`config.mk`:
```
export PLATFORM = sky130hd
export DESIGN_NAME = plru_back
export DESIGN_NICKNAME = d
export VERILOG_FILES = /design/src/sv/plru_pkg.sv /design/src/sv/plru_back.sv
export SDC_FILE = /design/constraint.sdc
export NUM_CORES = 1
export LEC_CHECK = 0
export BUFFER_PORTS_ARGS = -buffer_cell sky130_fd_sc_hd__buf_2
export CAP_MARGIN = 20
export CORE_MARGIN = 10
export CORE_UTILIZATION = 45
export DETAILED_ROUTE_END_ITERATION = 10
export PLACE_DENSITY_LB_ADDON = 0.08
export SLEW_MARGIN = 20
export SYNTH_ARGS = -nofsm -noshare
export SYNTH_HDL_FRONTEND = slang
export SYNTH_SLANG_ARGS = --single-unit
```
`constraint.sdc`:
```
create_clock -name clk_i -period 18.54 [get_ports clk_i]
set_input_delay 3.708 -clock clk_i [delete_from_list [all_inputs] [get_ports clk_i]]
set_output_delay 3.708 -clock clk_i [all_outputs]
set_load 0.1 [all_outputs]
```
`src/sv/plru_pkg.sv`:
```
// Shared types, constants and the factorial table for the permutation rank/unrank block.
`default_nettype none
package plru_pkg;

  localparam int unsigned MaxTilesDefault = 16;
  localparam int unsigned RankW = 45;
  localparam int unsigned ValW = 4;
  localparam int unsigned CfgW = 5;
  localparam int unsigned CntW = 5;
  localparam logic [RankW-1:0] RankMask = {RankW{1'b1}};

  // Command word handed from the front end to the back end.
  typedef enum logic [1:0] {
    CMD_RANK_DONE = 2'd0,
    CMD_UNRANK    = 2'd1,
    CMD_ERROR     = 2'd2
  } cmd_e;

  typedef struct packed {
    cmd_e             cmd;
    logic [RankW-1:0] rank;
    logic [ValW-1:0]  blank;
    logic [CntW-1:0]  n;
  } cmd_t;

  typedef enum logic [1:0] {
    BS_IDLE = 2'd0,
    BS_DIV  = 2'd1,
    BS_PICK = 2'd2
  } back_state_e;

  // Factorial table, 64 bits wide to hold 20!.
  function automatic logic [63:0] fact(input logic [CntW-1:0] k);
    logic [63:0] r;
    begin
      case (k)
        5'd0:  r = 64'd1;
        5'd1:  r = 64'd1;
        5'd2:  r = 64'd2;
        5'd3:  r = 64'd6;
        5'd4:  r = 64'd24;
        5'd5:  r = 64'd120;
        5'd6:  r = 64'd720;
        5'd7:  r = 64'd5040;
        5'd8:  r = 64'd40320;
        5'd9:  r = 64'd362880;
        5'd10: r = 64'd3628800;
        5'd11: r = 64'd39916800;
        5'd12: r = 64'd479001600;
        5'd13: r = 64'd6227020800;
        5'd14: r = 64'd87178291200;
        5'd15: r = 64'd1307674368000;
        5'd16: r = 64'd20922789888000;
        5'd17: r = 64'd355687428096000;
        5'd18: r = 64'd6402373705728000;
        5'd19: r = 64'd121645100408832000;
        5'd20: r = 64'd2432902008176640000;
        default: r = 64'd0;
      endcase
      return r;
    end
  endfunction

endpackage
`default_nettype wire

```
`src/sv/plru_back.sv`:
```
// Back end: emits rank and error results and unranks with factorial division, one digit per pass.
`default_nettype none
module plru_back #(
  parameter int unsigned MaxTiles = plru_pkg::MaxTilesDefault
) (
  input  wire logic                        clk_i,
  input  wire logic                        rst_ni,
  input  wire logic                        cmd_valid_i,
  output logic                             cmd_stall_o,
  input  wire plru_pkg::cmd_t              cmd_i,
  output logic                             out_valid_o,
  input  wire logic                        out_stall_i,
  output logic [plru_pkg::RankW-1:0]       rank_result_o,
  output logic [plru_pkg::ValW-1:0]        tile_value_o,
  output logic [plru_pkg::ValW-1:0]        position_o,
  output logic [plru_pkg::ValW-1:0]        blank_position_o,
  output logic                             last_o,
  output logic                             error_o
);

  plru_pkg::back_state_e state_q, state_d;
  logic [plru_pkg::RankW-1:0] h_q;
  logic [plru_pkg::CntW-1:0]  n_q;
  logic [plru_pkg::CntW-1:0]  i_q;
  logic [plru_pkg::CntW-1:0]  k_q;
  logic [31:0]                unused_q;
  logic [63:0]                f_full;
  logic [plru_pkg::RankW-1:0] f;
  logic                       blank_found_q;
  logic [plru_pkg::ValW-1:0]  blank_q;
  logic                       out_v_q;
  logic                       take;
  logic                       ostall;
  logic                       out_load;
  logic [plru_pkg::CntW-1:0]  val;
  logic [plru_pkg::CntW-1:0]  seen;
  logic                       hit;

  logic [plru_pkg::RankW-1:0] rr_q;
  logic [plru_pkg::ValW-1:0]  tv_q, pos_q, bp_q;
  logic                       last_q, err_q;

  assign ostall = out_v_q && out_stall_i;
  assign take = cmd_valid_i && (state_q == plru_pkg::BS_IDLE) && !ostall;
  assign cmd_stall_o = !take;
  assign f_full = plru_pkg::fact(n_q - 5'd1 - i_q);
  assign f = f_full[plru_pkg::RankW-1:0];

  // A new result is loaded for a rank or error command, or for each picked digit.
  assign out_load = (take && cmd_i.cmd != plru_pkg::CMD_UNRANK) ||
                    (state_q == plru_pkg::BS_PICK && !ostall);

  // Select the k-th still-unused value.
  always_comb begin
    val = '0;
    seen = '0;
    hit = 1'b0;
    for (int b = 0; b < MaxTiles; b++) begin
      if (!hit && unused_q[b]) begin
        if (seen == k_q) begin
          val = plru_pkg::CntW'(b);
          hit = 1'b1;
        end
        seen = seen + 5'd1;
      end
    end
  end

  // Next state.
  always_comb begin
    state_d = state_q;
    case (state_q)
      plru_pkg::BS_IDLE: begin
        if (take && cmd_i.cmd == plru_pkg::CMD_UNRANK) state_d = plru_pkg::BS_DIV;
      end
      plru_pkg::BS_DIV: begin
        if (h_q < f) state_d = plru_pkg::BS_PICK;
      end
      plru_pkg::BS_PICK: begin
        if (!ostall) begin
          state_d = (i_q + 5'd1 >= n_q) ? plru_pkg::BS_IDLE : plru_pkg::BS_DIV;
        end
      end
      default: state_d = plru_pkg::BS_IDLE;
    endcase
  end

  // Outputs are driven from the result register.
  always_comb begin
    out_valid_o = out_v_q;
    rank_result_o = rr_q;
    tile_value_o = tv_q;
    position_o = pos_q;
    blank_position_o = bp_q;
    last_o = last_q;
    error_o = err_q;
  end

  // Datapath: the quotient digit is found by repeated subtraction.
  always_ff @(posedge clk_i or negedge rst_ni) begin
    if (!rst_ni) begin
      state_q <= plru_pkg::BS_IDLE;
      out_v_q <= 1'b0;
      h_q <= '0;
      n_q <= '0;
      i_q <= '0;
      k_q <= '0;
      unused_q <= '1;
      blank_found_q <= 1'b0;
      blank_q <= '0;
      rr_q <= '0;
      tv_q <= '0;
      pos_q <= '0;
      bp_q <= '0;
      last_q <= 1'b0;
      err_q <= 1'b0;
    end else begin
      state_q <= state_d;
      if (out_load) begin
        out_v_q <= 1'b1;
      end else if (out_v_q && !out_stall_i) begin
        out_v_q <= 1'b0;
      end
      case (state_q)
        plru_pkg::BS_IDLE: begin
          if (take) begin
            if (cmd_i.cmd == plru_pkg::CMD_UNRANK) begin
              h_q <= cmd_i.rank;
              n_q <= cmd_i.n;
              i_q <= '0;
              k_q <= '0;
              unused_q <= 32'((33'd1 << cmd_i.n) - 33'd1);
              blank_found_q <= 1'b0;
              blank_q <= '0;
            end else begin
              rr_q <= (cmd_i.cmd == plru_pkg::CMD_RANK_DONE) ? cmd_i.rank : '0;
              tv_q <= '0;
              pos_q <= '0;
              bp_q <= (cmd_i.cmd == plru_pkg::CMD_RANK_DONE) ? cmd_i.blank : '0;
              last_q <= 1'b1;
              err_q <= (cmd_i.cmd == plru_pkg::CMD_ERROR);
            end
          end
        end
        plru_pkg::BS_DIV: begin
          if (h_q >= f) begin
            h_q <= h_q - f;
            k_q <= k_q + 5'd1;
          end
        end
        plru_pkg::BS_PICK: begin
          if (!ostall) begin
            unused_q[val] <= 1'b0;
            rr_q <= '0;
            tv_q <= val[plru_pkg::ValW-1:0];
            pos_q <= i_q[plru_pkg::ValW-1:0];
            err_q <= 1'b0;
            if (!blank_found_q && val == '0) begin
              blank_found_q <= 1'b1;
              blank_q <= i_q[plru_pkg::ValW-1:0];
            end
            if (i_q + 5'd1 >= n_q) begin
              last_q <= 1'b1;
              bp_q <= (!blank_found_q && val == '0) ? i_q[plru_pkg::ValW-1:0]
                      : (blank_found_q ? blank_q : '0);
            end else begin
              last_q <= 1'b0;
              bp_q <= '0;
            end
            i_q <= i_q + 5'd1;
            k_q <= '0;
          end
        end
        default: ;
      endcase
    end
  end

endmodule
`default_nettype wire

```
==> impl_results.md <==
- Layout Area Growth over Synthesis: 10.86%
- Max FO, Critical Path: 22
- Max capacitance violation total: 0
- Core Region: 0.02980 mm²
- Area leader, netlist: dfrtp_1
- H-tree levels: 4
- Final HPWL from detailed placement: 30630 µm
- Sequential area share after synthesis: 26.40%
- Gr usage total: 20.92%
- Hold Vio Cnt, Final: 0
- Drt initial violations: 743
- Fraction of the mapped netlist area in simple logic gates: 23.47%
- Synth Instances: 1673
- Largest family of logic cells by synthesized area: compound AO/OA/AOI/OAI gates
- Worst Setup End Kind: flop
- Vias in the first global route: 12.71k
- DIE HEIGHT: 194.1 µm
- Crit path largest cell delay: 0.99 ns
- Hold Path Class: flop to flop
- CP Data Arrival Time: 14.05 ns
- Synth Net Count: 1815
- Distinct cells, synth: 114
- Post-DR vias/cell: 5.935
- Initial antenna violation count: 0
- Clock Latency Late Sink: 0.44 ns
- # diodes: 0
- Warnings, synthesis: 0
- Drt pass-1 iters: 6
- RSZ-0062 raised after global routing: false
- Post-synth EDFFs: 0
- Hold Buf Count CTS: 0
- Fin crit share: 74.08%
- Via count: 12.74k
- Top cell by count, worst path: ha_1
- Register bit total from synthesis: 143
- Yosys top cell area share: 23.31%
- Layout cells sized above 1: 14.97%
- Final Max Slew Viols: 0
- Outcome: completed
- Worst Path Required: 18.86 ns
- Die Area: 0.03766 mm²
- Compound-Gate Fraction of Synth Area: 26.59%
- Post-CTS setup buffer count: 0
- # port buffers: 120
- Period minus WS final: 13.73 ns
- Fmax: 72.81 MHz
- Synth area leaders: dfrtp_1 23%, ha_1 7.3%, o21ai_0 5.4%
- Clock buffer depth: 2
- Total CTS buffers: 17
- Cell Area, Synth: 0.01363 mm²
- Design area: 0.01511 mm²
- Ys async rst share: 100.0%
- Slowest stage cell, crit path: dfrtp_1
- Most common cell after layout, fill and taps aside: nand2_1
- Ys flop type: dfrtp_1
- Post-synthesis xor/xnor area fraction: 9.252%
- Post-synthesis adder-cell area fraction: 7.637%
- Clk slew on worst S/H paths: 0.07 ns
- Largest net degree at the start of global routing: 85
- Crit path launch type: flop
- Post-DRT Antenna Nets: 0
- Slew @ Worst Pin: 1.065 ns
- Final setup vio count: 0
- Mux cell area share after synthesis: 2.065%
- DRC viols: 0
- Commonest non-fill, non-tap cells in the layout: 176 x nand2_1, 148 x o21ai_0, 127 x dfrtp_1, 124 x nor2_1, 119 x buf_2
- Row count: 63
- Slew HR: 28.84%
- Avg WL per Cell: 18.98 µm
- Syn avg cell area: 8.148 µm²
- Total Routed Length: 40750 µm
- First-pass GRT wire length: 66660 µm
- Total congestion overflow: 0
- Die width: 194.1 µm
- Initial Utilization: 45.75%
- Placed Area: 0.01448 mm²
- Clock sink count: 143
- GP Congestion: 0.8947
- # IOs: 121
- CTS root buffer: clkbuf_16
- Setup Crit Path Kind: flop to flop
- PostCTS Resize Cnt: 0
- Post-route setup TNS: 0 ns
- Clock Skew: 0.01653 ns
- # nets final: 1886
- CTS tree: built
synthesized netlist by cell type, types with 13 or more instances:
library cell / n
a21o_1: 16
a22o_1: 54
dfrtp_1: 127
and2_1: 21
xor2_1: 39
a211oi_1: 18
nand2_1: 176
nand3_1: 43
nor2b_1: 22
nand4_1: 24
nand2b_1: 24
buf_2: 13
a31oi_1: 24
nor3_1: 46
o21ai_0: 148
inv_1: 74
a21oi_1: 113
nor2_1: 124
dfstp_2: 16
clkbuf_1: 53
and3_1: 30
ha_1: 80
mux2i_1: 21
xnor2_1: 74
worst max-delay path: cells and delay by family, from the launching register on:
kind	cells	cell delay, ns
buffers and inverters	4	0.58
flip-flops	1	0.99
adder cells (fa/ha/maj)	8	2.69
AO/OA/AOI/OAI	10	3.10
multiplexers	6	1.53
AND/OR/NAND/NOR	16	3.71
XOR/XNOR	4	0.99
metal layers:
metal,track usage [%],vias to the layer above,part of all wire (%)
met5,0,-,0
met3,2.541,53,2.9
met4,6.190,0,2.0
li1,-,6286,-
met1,25.70,6111,45
met2,37.27,292,50
cells by family (layout without fill, tap and decap cells):
| logic type | count (synthesis) | in the layout |
|---|---|---|
| adders and majority gates | 82 | 82 |
| DFF | 143 | 143 |
| buffers and inverters | 154 | 238 |
| AOI/OAI and AO/OA | 526 | 526 |
| xor gates and xnor gates | 127 | 127 |
| and+or+nand+nor | 614 | 614 |
| muxes | 27 | 27 |
flip-flops by register name (all words and copies together), names as in the netlist, 5 cells and up:
register       count
h_q               45
i_q                5
k_q                5
n_q                5
rank_result_o     45
unused_q          16
through the flow:
stage	hold slack (ns)	setup slack, ns	instances	util [%]
4_1_cts	0.4744	4.610	2147	50.68
3_5_place_dp	0.4600	4.717	2115	48.61
3_3_place_gp	0.4499	5.041	2115	48.61
5_1_grt	0.5035	3.452	2147	50.72
6_report	0.4764	4.805	2147	50.72
2_1_floorplan	0.4563	7.093	1673	-
path summary, 6_finish.rpt:
path / start / to / slack, ns / cells after the start
max: k_q[1] / blank_q[2] / 4.81 / 48
min: error_o / error_o / 0.48 / 2
max reg2reg: k_q[1] / blank_q[2] / 4.81 / 48
min reg2reg: error_o / error_o / 0.48 / 2
max in group asynchronous: rst_ni / rank_result_o[3] / 13.82 / 2
min in group asynchronous: rst_ni / tile_value_o[0] / 3.31 / 1
cell type report:
class | count | area [µm²]
timing repair buffer | 131 | 689.4
inverter | 75 | 281.5
tap | 390 | 488.0
clock buffer | 19 | 442.9
clock inverter | 13 | 175.2
sequential | 143 | 3598
multi-input combinational | 1376 | 9437
fill | 2942 | 14680
Power is not shown: default switching activity piles up to over one toggle a cycle in this logic, so the estimate is an artifact.
