File: src/sv/plru_pkg.sv
// Shared types, constants and the factorial table for the permutation rank/unrank block.
`default_nettype none
package plru_pkg;

  localparam int unsigned MaxTilesDefault = 16;
  localparam int unsigned RankW = 45;
  localparam int unsigned ValW = 4;
  localparam int unsigned CfgW = 5;
  localparam int unsigned CntW = 5;
  localparam logic [RankW-1:0] RankMask = {RankW{1'b1}};

  // Command word handed from the front end to the back end.
  typedef enum logic [1:0] {
    CMD_RANK_DONE = 2'd0,
    CMD_UNRANK    = 2'd1,
    CMD_ERROR     = 2'd2
  } cmd_e;

  typedef struct packed {
    cmd_e             cmd;
    logic [RankW-1:0] rank;
    logic [ValW-1:0]  blank;
    logic [CntW-1:0]  n;
  } cmd_t;

  typedef enum logic [1:0] {
    BS_IDLE = 2'd0,
    BS_DIV  = 2'd1,
    BS_PICK = 2'd2
  } back_state_e;

  // Factorial table, 64 bits wide to hold 20!.
  function automatic logic [63:0] fact(input logic [CntW-1:0] k);
    logic [63:0] r;
    begin
      case (k)
        5'd0:  r = 64'd1;
        5'd1:  r = 64'd1;
        5'd2:  r = 64'd2;
        5'd3:  r = 64'd6;
        5'd4:  r = 64'd24;
        5'd5:  r = 64'd120;
        5'd6:  r = 64'd720;
        5'd7:  r = 64'd5040;
        5'd8:  r = 64'd40320;
        5'd9:  r = 64'd362880;
        5'd10: r = 64'd3628800;
        5'd11: r = 64'd39916800;
        5'd12: r = 64'd479001600;
        5'd13: r = 64'd6227020800;
        5'd14: r = 64'd87178291200;
        5'd15: r = 64'd1307674368000;
        5'd16: r = 64'd20922789888000;
        5'd17: r = 64'd355687428096000;
        5'd18: r = 64'd6402373705728000;
        5'd19: r = 64'd121645100408832000;
        5'd20: r = 64'd2432902008176640000;
        default: r = 64'd0;
      endcase
      return r;
    end
  endfunction

endpackage
`default_nettype wire

File: src/sv/plru_queue.sv
// Two-entry command queue between the front end and the back end.
`default_nettype none
module plru_queue (
  input  wire logic     clk_i,
  input  wire logic     rst_ni,
  input  wire logic     wr_valid_i,
  output logic          wr_stall_o,
  input  wire plru_pkg::cmd_t wr_data_i,
  output logic          rd_valid_o,
  input  wire logic     rd_stall_i,
  output plru_pkg::cmd_t rd_data_o
);

  plru_pkg::cmd_t mem_q [2];
  logic       wp_q;
  logic       rp_q;
  logic [1:0] cnt_q;
  logic       push;
  logic       pop;

  assign wr_stall_o = (cnt_q == 2'd2);
  assign rd_valid_o = (cnt_q != 2'd0);
  assign rd_data_o = mem_q[rp_q];
  assign push = wr_valid_i && !wr_stall_o;
  assign pop = rd_valid_o && !rd_stall_i;

  // Storage.
  always_ff @(posedge clk_i) begin
    if (push) begin
      mem_q[wp_q] <= wr_data_i;
    end
  end

  // Pointers and fill count.
  always_ff @(posedge clk_i or negedge rst_ni) begin
    if (!rst_ni) begin
      wp_q <= 1'b0;
      rp_q <= 1'b0;
      cnt_q <= 2'd0;
    end else begin
      if (push) wp_q <= ~wp_q;
      if (pop) rp_q <= ~rp_q;
      cnt_q <= cnt_q + {1'b0, push} - {1'b0, pop};
    end
  end

endmodule
`default_nettype wire

File: config.mk
export PLATFORM = sky130hd
export DESIGN_NAME = plru_queue
export DESIGN_NICKNAME = d
export VERILOG_FILES = /design/src/sv/plru_pkg.sv /design/src/sv/plru_queue.sv
export SDC_FILE = /design/constraint.sdc
export NUM_CORES = 1
export LEC_CHECK = 0
export ABC_CLOCK_PERIOD_IN_PS = 6500
export BUFFER_PORTS_ARGS = -buffer_cell sky130_fd_sc_hd__buf_2
export CORE_ASPECT_RATIO = 1.4
export CORE_MARGIN = 2
export CORE_UTILIZATION = 40
export DETAILED_ROUTE_END_ITERATION = 10
export PLACE_DENSITY_LB_ADDON = 0.05
export SLEW_MARGIN = 5
export SYNTH_ARGS = -nofsm -noshare
export SYNTH_HDL_FRONTEND = slang
export SYNTH_SLANG_ARGS = --single-unit
File: constraint.sdc
create_clock -name clk_i -period 6.5 [get_ports clk_i]
set_input_delay 0 -clock clk_i [delete_from_list [all_inputs] [get_ports clk_i]]
set_output_delay 0 -clock clk_i [all_outputs]
set_load 0.01 [all_outputs]
==> flow_metrics.py, run 1 <==
metrics = {
    "outcome": {
        "status": "finished clean",
    },
    "timing": {
        "drv_slew": 0,
        "hold_viol_final": 0,
        "relSlewSlack": 0.371,
        "setup_tns_ps": 0,
        "period_share": 0.313,
        "setup_violations": 0,
        "fin_skew_ps": 6.32,
        "tightest_slew_ps": 944,
        "rsz0062_at_grt": "false",
        "max_freq_mhz": 492,
        "period_needed_ps": 2030,
    },
    "worst_setup_path": {
        "rr_worst_depth": 4,
        "worst_setup_path_end_kind": "primary output",
        "worstSetupPathType": "reg -> out",
        "crit_fanout": 57,
        "cp.required_ps": 6500,
        "r2r-end": "mem_q[0][20]$_DFFE_PP_",
        "cp_data_arrival_time_ps": 2030,
        "reg2reg_from": "cnt_q[1]$_DFF_PN0_",
        "r2r_slack_ps": 4720,
        "start_kind": "flip-flop",
    },
    "grt": {
        "grt_pass1_wl_mm": 12.0,
        "overflow": 0,
        "grt_max_degree": 58,
        "grt.total_usage": 0.137,
        "grt_util_met2": 0.233,
        "grtUsageMet1": 0.154,
        "grt_pass1_vias": 2540,
        "grt_use_met3": 0.0459,
        "antenna_found_initial": 0,
        "grt.busiest_layer": "met2",
    },
    "floorplanning": {
        "initial_core_util": 0.406,
        "dieArea_mm2": 0.0118,
        "core_mm2": 0.0108,
        "num_io_pins": 118,
        "rows": 45,
        "dieHeight_um": 128,
        "fp.dieW_um": 92.3,
    },
    "place": {
        "port_buffers": 117,
        "hpwlAfterDp_mm": 4.47,
        "place_congestion": 0.663,
        "placed_cells": 446,
    },
    "route": {
        "first_pass_iters": 4,
        "routed-via-count": 2382,
        "wl_mm": 7.72,
        "dr.first_iter.drc_count": 95,
        "vias_per_cell": 4.44,
        "routedWlPerCell_um": 14.4,
        "route.detailed.drc": 0,
        "postRouteAntennaNets": 0,
    },
    "synthesis": {
        "synth_area_mm2": 0.00437,
        "ys_ff_latch": 116,
        "yosysUniqueCellTypes": 16,
        "synth_edf_count": 112,
        "avgSynthCellArea_um2": 22.8,
        "seq_area_frac_synth": 0.793,
        "synth_warnings": 0,
        "synthesis.nets": 254,
        "async_reset_ff_frac": 0.0345,
        "netlist_instances": 192,
        "ys.flop_type": "edfxtp_1",
    },
    "clock_network": {
        "clk_pin_slew_ps": 50,
        "insertion_delay_ps": 390,
        "clock_sinks": 116,
        "htree_num_levels": 4,
        "cts_buffers": 17,
        "ctsResizeCount": 0,
        "cts_tree": "yes",
        "cts-root-buf": "clkbuf_16",
        "clock_path_buffers": 2,
    },
    "final_layout": {
        "syn2layout_area_growth_pct": 43.6,
        "n_antenna_cell": 0,
        "layout-drive-gt1-share": 0.523,
        "nets": 446,
        "final_common_cell": "buf_2",
        "final_cells": 537,
        "final_cell_mix": "buf_2, edfxtp_1, dlygate4sd3_1",
    },
    "worst_hold_path": {
        "hold_class": "in -> reg",
        "hp-start": "wr_data_i[8]",
        "whs_endpoint": "mem_q[0][8]$_DFFE_PP_",
        "holdPathStages": 2,
    },
    "pwr": {
        "cellLeakagePower_nw": 2.50,
        "p_per_area_mw_per_mm2": 438,
        "ir_drop_v": 0.000252,
    },
    "job": {
        "cap_violations": 0,
    },
}
[sequential cells by signal, indices dropped and copies added, names as in the netlist]
name and flops:
mem_q 112, cnt_q 2, rp_q 1, wp_q 1
[layout make-up]
class	instances	area (µm²)
well taps	141	176
clock buffers	18	429
multi-input cells	68	852
inverters	2	7.51
fillers	863	4480
clock inverters	13	141
flip-flops and latches	116	3470
repair buffers	179	1200
[critical path, stage by stage (launching register included)]
cell and delay, ps:
dfrtp_4 1050, mux2_2 430, buf_2 150
[repair_timing]
| item | in CTS | in global routing |
|---|---|---|
| hold buffers | 60 | 0 |
| hold endpoints to repair | 118 | 0 |
| buffers inserted | 0 | 0 |
[worst max path at each step]
stage / start / to / cells after the start
global placement: cnt_q[1]$_DFF_PN0_ / mem_q[0][44]$_DFFE_PP_ / 4
global route: rp_q$_DFFE_PN0P_ / rd_data_o[7] / 2
finish: rp_q$_DFFE_PN0P_ / rd_data_o[6] / 2
detailed placement: cnt_q[1]$_DFF_PN0_ / mem_q[0][44]$_DFFE_PP_ / 4
floorplan: cnt_q[1]$_DFF_PN0_ / mem_q[0][0]$_DFFE_PP_ / 3
CTS: rp_q$_DFFE_PN0P_ / rd_data_o[6] / 2
[stage by stage]
step / cell area [µm²] / worst slack [ps] / power [mW] / hold WS (ps) / utilization
after floorplan: 4370 / 3100 / 1.62 / -296 / -
after global placement: 5100 / 4730 / 1.87 / -188 / 0.475
after detailed placement: 5100 / 4700 / 1.87 / -186 / 0.475
after CTS: 6270 / 4400 / 2.79 / 303 / 0.583
after global routing: 6270 / 4350 / 2.89 / 311 / 0.583
final: 6270 / 4470 / 2.75 / 331 / 0.583
[kinds of logic (layout without fill, tap and decap cells)]
family                     count (synthesis)  in the layout  share of synthesized area
and+or+nand+nor                            6              6                    0.00916
adders and majority gates                  2              2                    0.00573
DFF                                      116            116                      0.793
muxes                                     56             56                      0.170
buffers and inverters                      8            212                     0.0143
xor gates and xnor gates                   4              4                    0.00802
[where the power goes]
group	leakage, nW	switching (mW)	internal [mW]
registers	1.09	0.124	1.03
clock network	0.278	0.290	0.591
logic	1.13	0.317	0.396
total	2.50	0.732	2.01
[cell usage after synthesis, types with 2 or more instances]
cell	instances	area (µm²)
buf_6	4	45.0
edfxtp_1	112	3360
dfrtp_1	4	100
mux2_2	26	293
mux2_4	30	450
inv_1	2	7.51
buf_2	2	10.0
ha_1	2	25.0
xnor2_1	3	26.3
[per-layer routing]
| layer | vias up | wire [µm] |
|---|---|---|
| met1 | 1161 | 3170 |
| li1 | 1140 | - |
| met5 | - | 0 |
| met2 | 77 | 4020 |
| met3 | 4 | 457 |
| met4 | 0 | 65 |
Power figures use the tool's default switching activity.
==> run 2: changes to the inputs <==
ABC_CLOCK_PERIOD_IN_PS = 1950   (was 6500)
clock period = 1.95 ns   (was 6.5 ns; I/O delays follow)
==> run 2 against run 1 <==
Net effect: core utilization increased by 1.9 points; clock skew about the same; design area increased by 3.2%; clock-buffer cell count increased by 5; final cell count increased by 1.1%; setup slack got worse by 4200 ps; wire length increased by 4.5%; register-to-register slack got worse by 4500 ps; critical path depth increased by 1; sequential share of layout area decreased by 1.7 points; via count increased by 2.3%.
==> flow_metrics.py, run 2 (synthesis results as in run 1) <==
metrics = {
    "route": {
        "top_layer": "met4",
        "vias_per_cell": 4.49,
        "first_pass_iters": 4,
        "dr.first_iter.drc_count": 59,
        "postRouteAntennaNets": 0,
        "route.detailed.drc": 0,
        "routed-via-count": 2436,
        "drt-met1-wl_mm": 3.14,
        "wl_met3_um": 466,
        "wl_met2_mm": 4.31,
        "wl_mm": 8.07,
        "routedWlPerCell_um": 14.9,
    },
    "final_layout": {
        "largest_register": "mem_q",
        "nFillCells": 832,
        "fin_util": 0.602,
        "final_cells": 543,
        "layout-drive-gt1-share": 0.532,
        "final_common_cell": "buf_2",
        "n_antenna_cell": 0,
        "reg.largest.list": "mem_q: 112 flops, cnt_q: 2 flops",
        "fin_area_mm2": 0.00648,
        "syn2layout_area_growth_pct": 48.2,
        "final_cell_mix": "buf_2, edfxtp_1, dlygate4sd3_1",
        "nets": 451,
        "largest_reg_flops": 112,
    },
    "clock_network": {
        "clk_pin_slew_ps": 50,
        "cts_tree": "yes",
        "clock_sinks": 116,
        "insertion_delay_ps": 400,
        "cts_buffers": 17,
        "cts-root-buf": "clkbuf_16",
        "htree_num_levels": 4,
        "clock_path_buffers": 2,
    },
    "job": {
        "cap_violations": 0,
    },
    "worst_setup_path": {
        "worst_setup_path_end_kind": "primary output",
        "crit_fanout": 25,
        "start_kind": "flip-flop",
        "cp_data_arrival_time_ps": 1730,
        "cp.required_ps": 1950,
        "worstSetupPathType": "reg -> out",
    },
    "pwr": {
        "cellLeakagePower_nw": 2.59,
        "p_per_area_mw_per_mm2": 1520,
        "ir_drop_v": 0.000826,
    },
    "place": {
        "place_area_mm2": 0.00518,
        "hpwlAfterDp_mm": 4.87,
        "place_congestion": 0.640,
        "placed_cells": 450,
        "port_buffers": 117,
    },
    "timing": {
        "rsz0062_at_grt": "false",
        "period_needed_ps": 1730,
        "relSlewSlack": 0.773,
        "drv_slew": 0,
        "setup_tns_ps": 0,
        "setup_violations": 0,
        "tightest_slew_ps": 340,
        "fin_skew_ps": 6.07,
        "max_freq_mhz": 578,
        "period_share": 0.888,
        "hold_viol_final": 0,
    },
    "grt": {
        "overflow": 0,
        "antenna_found_initial": 0,
        "grt_pass1_wl_mm": 12.4,
        "grt_pass1_vias": 2634,
        "grt.total_usage": 0.142,
        "grt_max_degree": 57,
    },
    "floorplanning": {
        "dieHeight_um": 128,
        "dieArea_mm2": 0.0118,
        "core_mm2": 0.0108,
        "fp.dieW_um": 92.3,
        "rows": 45,
        "initial_core_util": 0.406,
        "num_io_pins": 118,
    },
    "outcome": {
        "status": "finished clean",
    },
    "worst_hold_path": {
        "hold_class": "in -> reg",
    },
}
-- run 2: changes by cell type in the layout (fill, tap and decap cells not counted), sizes merged --
cell      previous run  this run
buf                119       124
clkinv               8         3
bufinv               3         6
clkbuf              18        23
clkinvlp             2         0
-- run 2: area by class of cell --
class	count	area (µm²)	area share
clock inverter	9	199	0.0307
inverter	2	7.51	0.00116
clock buffer	23	478	0.0738
timing repair buffer	184	1300	0.200
sequential	116	3470	0.535
tap	141	176	0.0272
multi-input combinational	68	852	0.132
-- run 2: path summary, 6_finish.rpt --
kind	from	end	slack, ps	depth (start not counted)
min	wr_data_i[32]	mem_q[0][32]$_DFFE_PP_	320	2
min in group asynchronous	rst_ni	cnt_q[1]$_DFF_PN0_	500	3
max reg2reg	cnt_q[1]$_DFF_PN0_	cnt_q[1]$_DFF_PN0_	230	7
min reg2reg	cnt_q[0]$_DFF_PN0_	cnt_q[0]$_DFF_PN0_	520	1
max	rp_q$_DFFE_PN0P_	rd_data_o[49]	220	3
max in group asynchronous	rst_ni	rp_q$_DFFE_PN0P_	1250	3
-- run 2: routing by layer --
metal / up-vias / GRT usage
li1: 1158 / -
met1: 1182 / 0.151
met2: 84 / 0.245
met3: 12 / 0.0535
met4: 0 / 0.0711
met5: - / 0
-- run 2: power breakdown --
part | switching [mW] | internal (mW) | leakage, nW | total, mW
clock network | 0.980 | 2.49 | 0.331 | 3.47
registers | 0.201 | 3.42 | 1.09 | 3.62
logic | 1.33 | 1.45 | 1.18 | 2.78
total | 2.51 | 7.37 | 2.59 | 9.87
-- run 2: repair_timing --
action | in CTS | in global routing
buffers inserted | 0 | 1
hold endpoints to repair | 118 | 0
gates resized for setup | 0 | 0
setup endpoints to repair | 0 | 3
hold buffers | 60 | 0
-- run 2: worst max-delay path, cell delays in order (launching register included) --
cell     delay [ps]
dfrtp_4         560
buf_12          250
mux2_2          360
buf_2           140
-- run 2: stage by stage --
step,setup WS (ps),hold WS [ps],power [mW]
final,219,321,9.87
after global routing,108,318,10.4
after CTS,22.6,304,10.0
after detailed placement,247,-184,6.38
after global placement,289,-187,6.35
after floorplan,87.8,-296,5.39
==> run 3: changes to the inputs <==
CTS_BUF_LIST = sky130_fd_sc_hd__clkbuf_16   (was default)
==> run 3 against run 2 <==
Net effect: via count shrank 0.25%; clock-buffer cell count shrank 6; wire length grew 0.17%; die area is the same; setup slack is essentially flat; design area shrank 0.46%.
==> flow_metrics.py, run 3 (synthesis results as in run 1) <==
metrics = {
    "route": {
        "routedWlPerCell_um": 14.9,
        "wl_mm": 8.08,
        "dr.first_iter.drc_count": 60,
        "first_pass_iters": 4,
        "route.detailed.drc": 0,
        "postRouteAntennaNets": 0,
        "vias_per_cell": 4.48,
        "routed-via-count": 2430,
    },
    "pwr": {
        "power_frac_comb": 0.286,
        "pwr-share-seq": 0.372,
        "p_per_area_mw_per_mm2": 1510,
        "p_sw_mw": 2.51,
        "p_int_mw": 7.23,
        "ir_drop_v": 0.000826,
        "cellLeakagePower_nw": 2.59,
        "switching_share": 0.257,
        "total_power_mw": 9.74,
        "clockPowerShare": 0.343,
    },
    "grt": {
        "grt_pass1_vias": 2636,
        "grt.total_usage": 0.142,
        "grt_pass1_wl_mm": 12.4,
        "antenna_found_initial": 0,
        "overflow": 0,
        "grt_max_degree": 57,
    },
    "worst_setup_path": {
        "cpPeakStageDelay_ps": 560,
        "reg2reg_from": "cnt_q[1]$_DFF_PN0_",
        "crit_family": "flip-flops",
        "worst_setup_path_end_kind": "primary output",
        "cp.required_ps": 1950,
        "crit_chain": "buf_12 > mux2_2 > buf_2",
        "crit_fanout": 25,
        "startpoint": "rp_q$_DFFE_PN0P_",
        "crit_buf_inv": 2,
        "cp_data_arrival_time_ps": 1730,
        "rr_worst_depth": 7,
        "slowest_stage": "dfrtp_4",
        "worstSetupPathType": "reg -> out",
        "start_kind": "flip-flop",
        "r2r_slack_ps": 230,
        "r2r-end": "cnt_q[1]$_DFF_PN0_",
    },
    "clock_network": {
        "clock_sinks": 116,
        "cts-root-buf": "clkbuf_16",
        "clock_path_buffers": 2,
        "htree_num_levels": 4,
        "insertion_delay_ps": 400,
        "cts_tree": "yes",
        "clk_pin_slew_ps": 50,
        "ctsResizeCount": 0,
        "cts_buffers": 17,
    },
    "timing": {
        "drv_slew": 0,
        "rsz0062_at_grt": "false",
        "fin_ws_ps": 219,
        "period_needed_ps": 1730,
        "setup_tns_ps": 0,
        "fin_skew_ps": 5.92,
        "period_share": 0.888,
        "relSlewSlack": 0.773,
        "hold_viol_final": 0,
        "setup_violations": 0,
        "max_freq_mhz": 578,
        "whs_ps": 321,
        "tightest_slew_ps": 340,
    },
    "final_layout": {
        "syn2layout_area_growth_pct": 47.5,
        "nFillCells": 840,
        "final_common_cell": "buf_2",
        "largest_register": "mem_q",
        "n_antenna_cell": 0,
        "largest_reg_flops": 112,
        "reg.largest.list": "mem_q: 112 flops, cnt_q: 2 flops",
        "nets": 451,
        "final_cell_mix": "buf_2, edfxtp_1, dlygate4sd3_1",
        "layout-drive-gt1-share": 0.525,
    },
    "floorplanning": {
        "num_io_pins": 118,
        "rows": 45,
        "dieArea_mm2": 0.0118,
        "fp.dieW_um": 92.3,
        "core_mm2": 0.0108,
        "initial_core_util": 0.406,
        "dieHeight_um": 128,
    },
    "place": {
        "hpwlAfterDp_mm": 4.87,
        "port_buffers": 117,
        "place_congestion": 0.640,
        "dp_worst_setup_slack_ps": 247,
    },
    "job": {
        "cap_violations": 0,
    },
    "worst_hold_path": {
        "holdPathStages": 2,
        "hold_class": "in -> reg",
        "whs_endpoint": "mem_q[0][32]$_DFFE_PP_",
        "hp-start": "wr_data_i[32]",
    },
    "outcome": {
        "status": "finished clean",
    },
}
==> run 3: cell type report <==
cell class	instances	area, µm²	share of cell area
Timing Repair Buffer	184	1300	0.201
Clock inverter	15	221	0.0344
Clock buffer	17	425	0.0660
Sequential cell	116	3470	0.538
Inverter	2	7.51	0.00116
Multi-Input combinational cell	68	852	0.132
Tap cell	141	176	0.0274
==> run 3: repair_timing <==
action,in CTS,in global routing
endpoints found under the setup margin,0,3
endpoints found under the hold margin,118,0
setup buffers,0,1
hold buffers,60,0
==> run 3: through the flow <==
step,cell area (µm²),cells,utilization
global route,6450,543,0.599
finish,6450,543,0.599
detailed placement,5180,450,0.482
floorplan,4380,192,-
global placement,5180,450,0.482
CTS,6430,542,0.598
==> run 3: power groups by stage <==
stage               clock [mW]  combinational [mW]  sequential, mW
floorplan                    0                1.82            3.58
global placement             0                2.65            3.70
detailed placement           0                2.65            3.73
CTS                       3.42                2.76            3.69
global route              3.52                3.01            3.68
finish                    3.34                2.78            3.62
==> run 3: worst max-delay path by stage <==
stage / slack, ps / endpoint / depth (start not counted)
6_report: 220 / rd_data_o[49] / 3
3_3_place_gp: 290 / cnt_q[1]$_DFF_PN0_ / 7
3_5_place_dp: 250 / cnt_q[1]$_DFF_PN0_ / 7
5_1_grt: 110 / cnt_q[1]$_DFF_PN0_ / 7
2_1_floorplan: 90 / mem_q[0][0]$_DFFE_PP_ / 3
4_1_cts: 20 / rd_data_o[49] / 3
==> run 3: layer usage <==
metal,vias to the layer above,GRT usage,share of wire
li1,1159,-,-
met1,1176,0.151,0.39
met2,83,0.244,0.53
met3,12,0.0535,0.059
met4,0,0.0711,0.018
met5,-,0,0
==> run 3: worst reg2reg max path: cells and delay by family (launching register included) <==
| family | cells | cell delay (ps) |
|---|---|---|
| AND/OR/NAND/NOR | 2 | 450 |
| buffers and inverters | 1 | 40 |
| flip-flops | 1 | 390 |
| adder cells (fa/ha/maj) | 2 | 450 |
| XOR/XNOR | 2 | 310 |
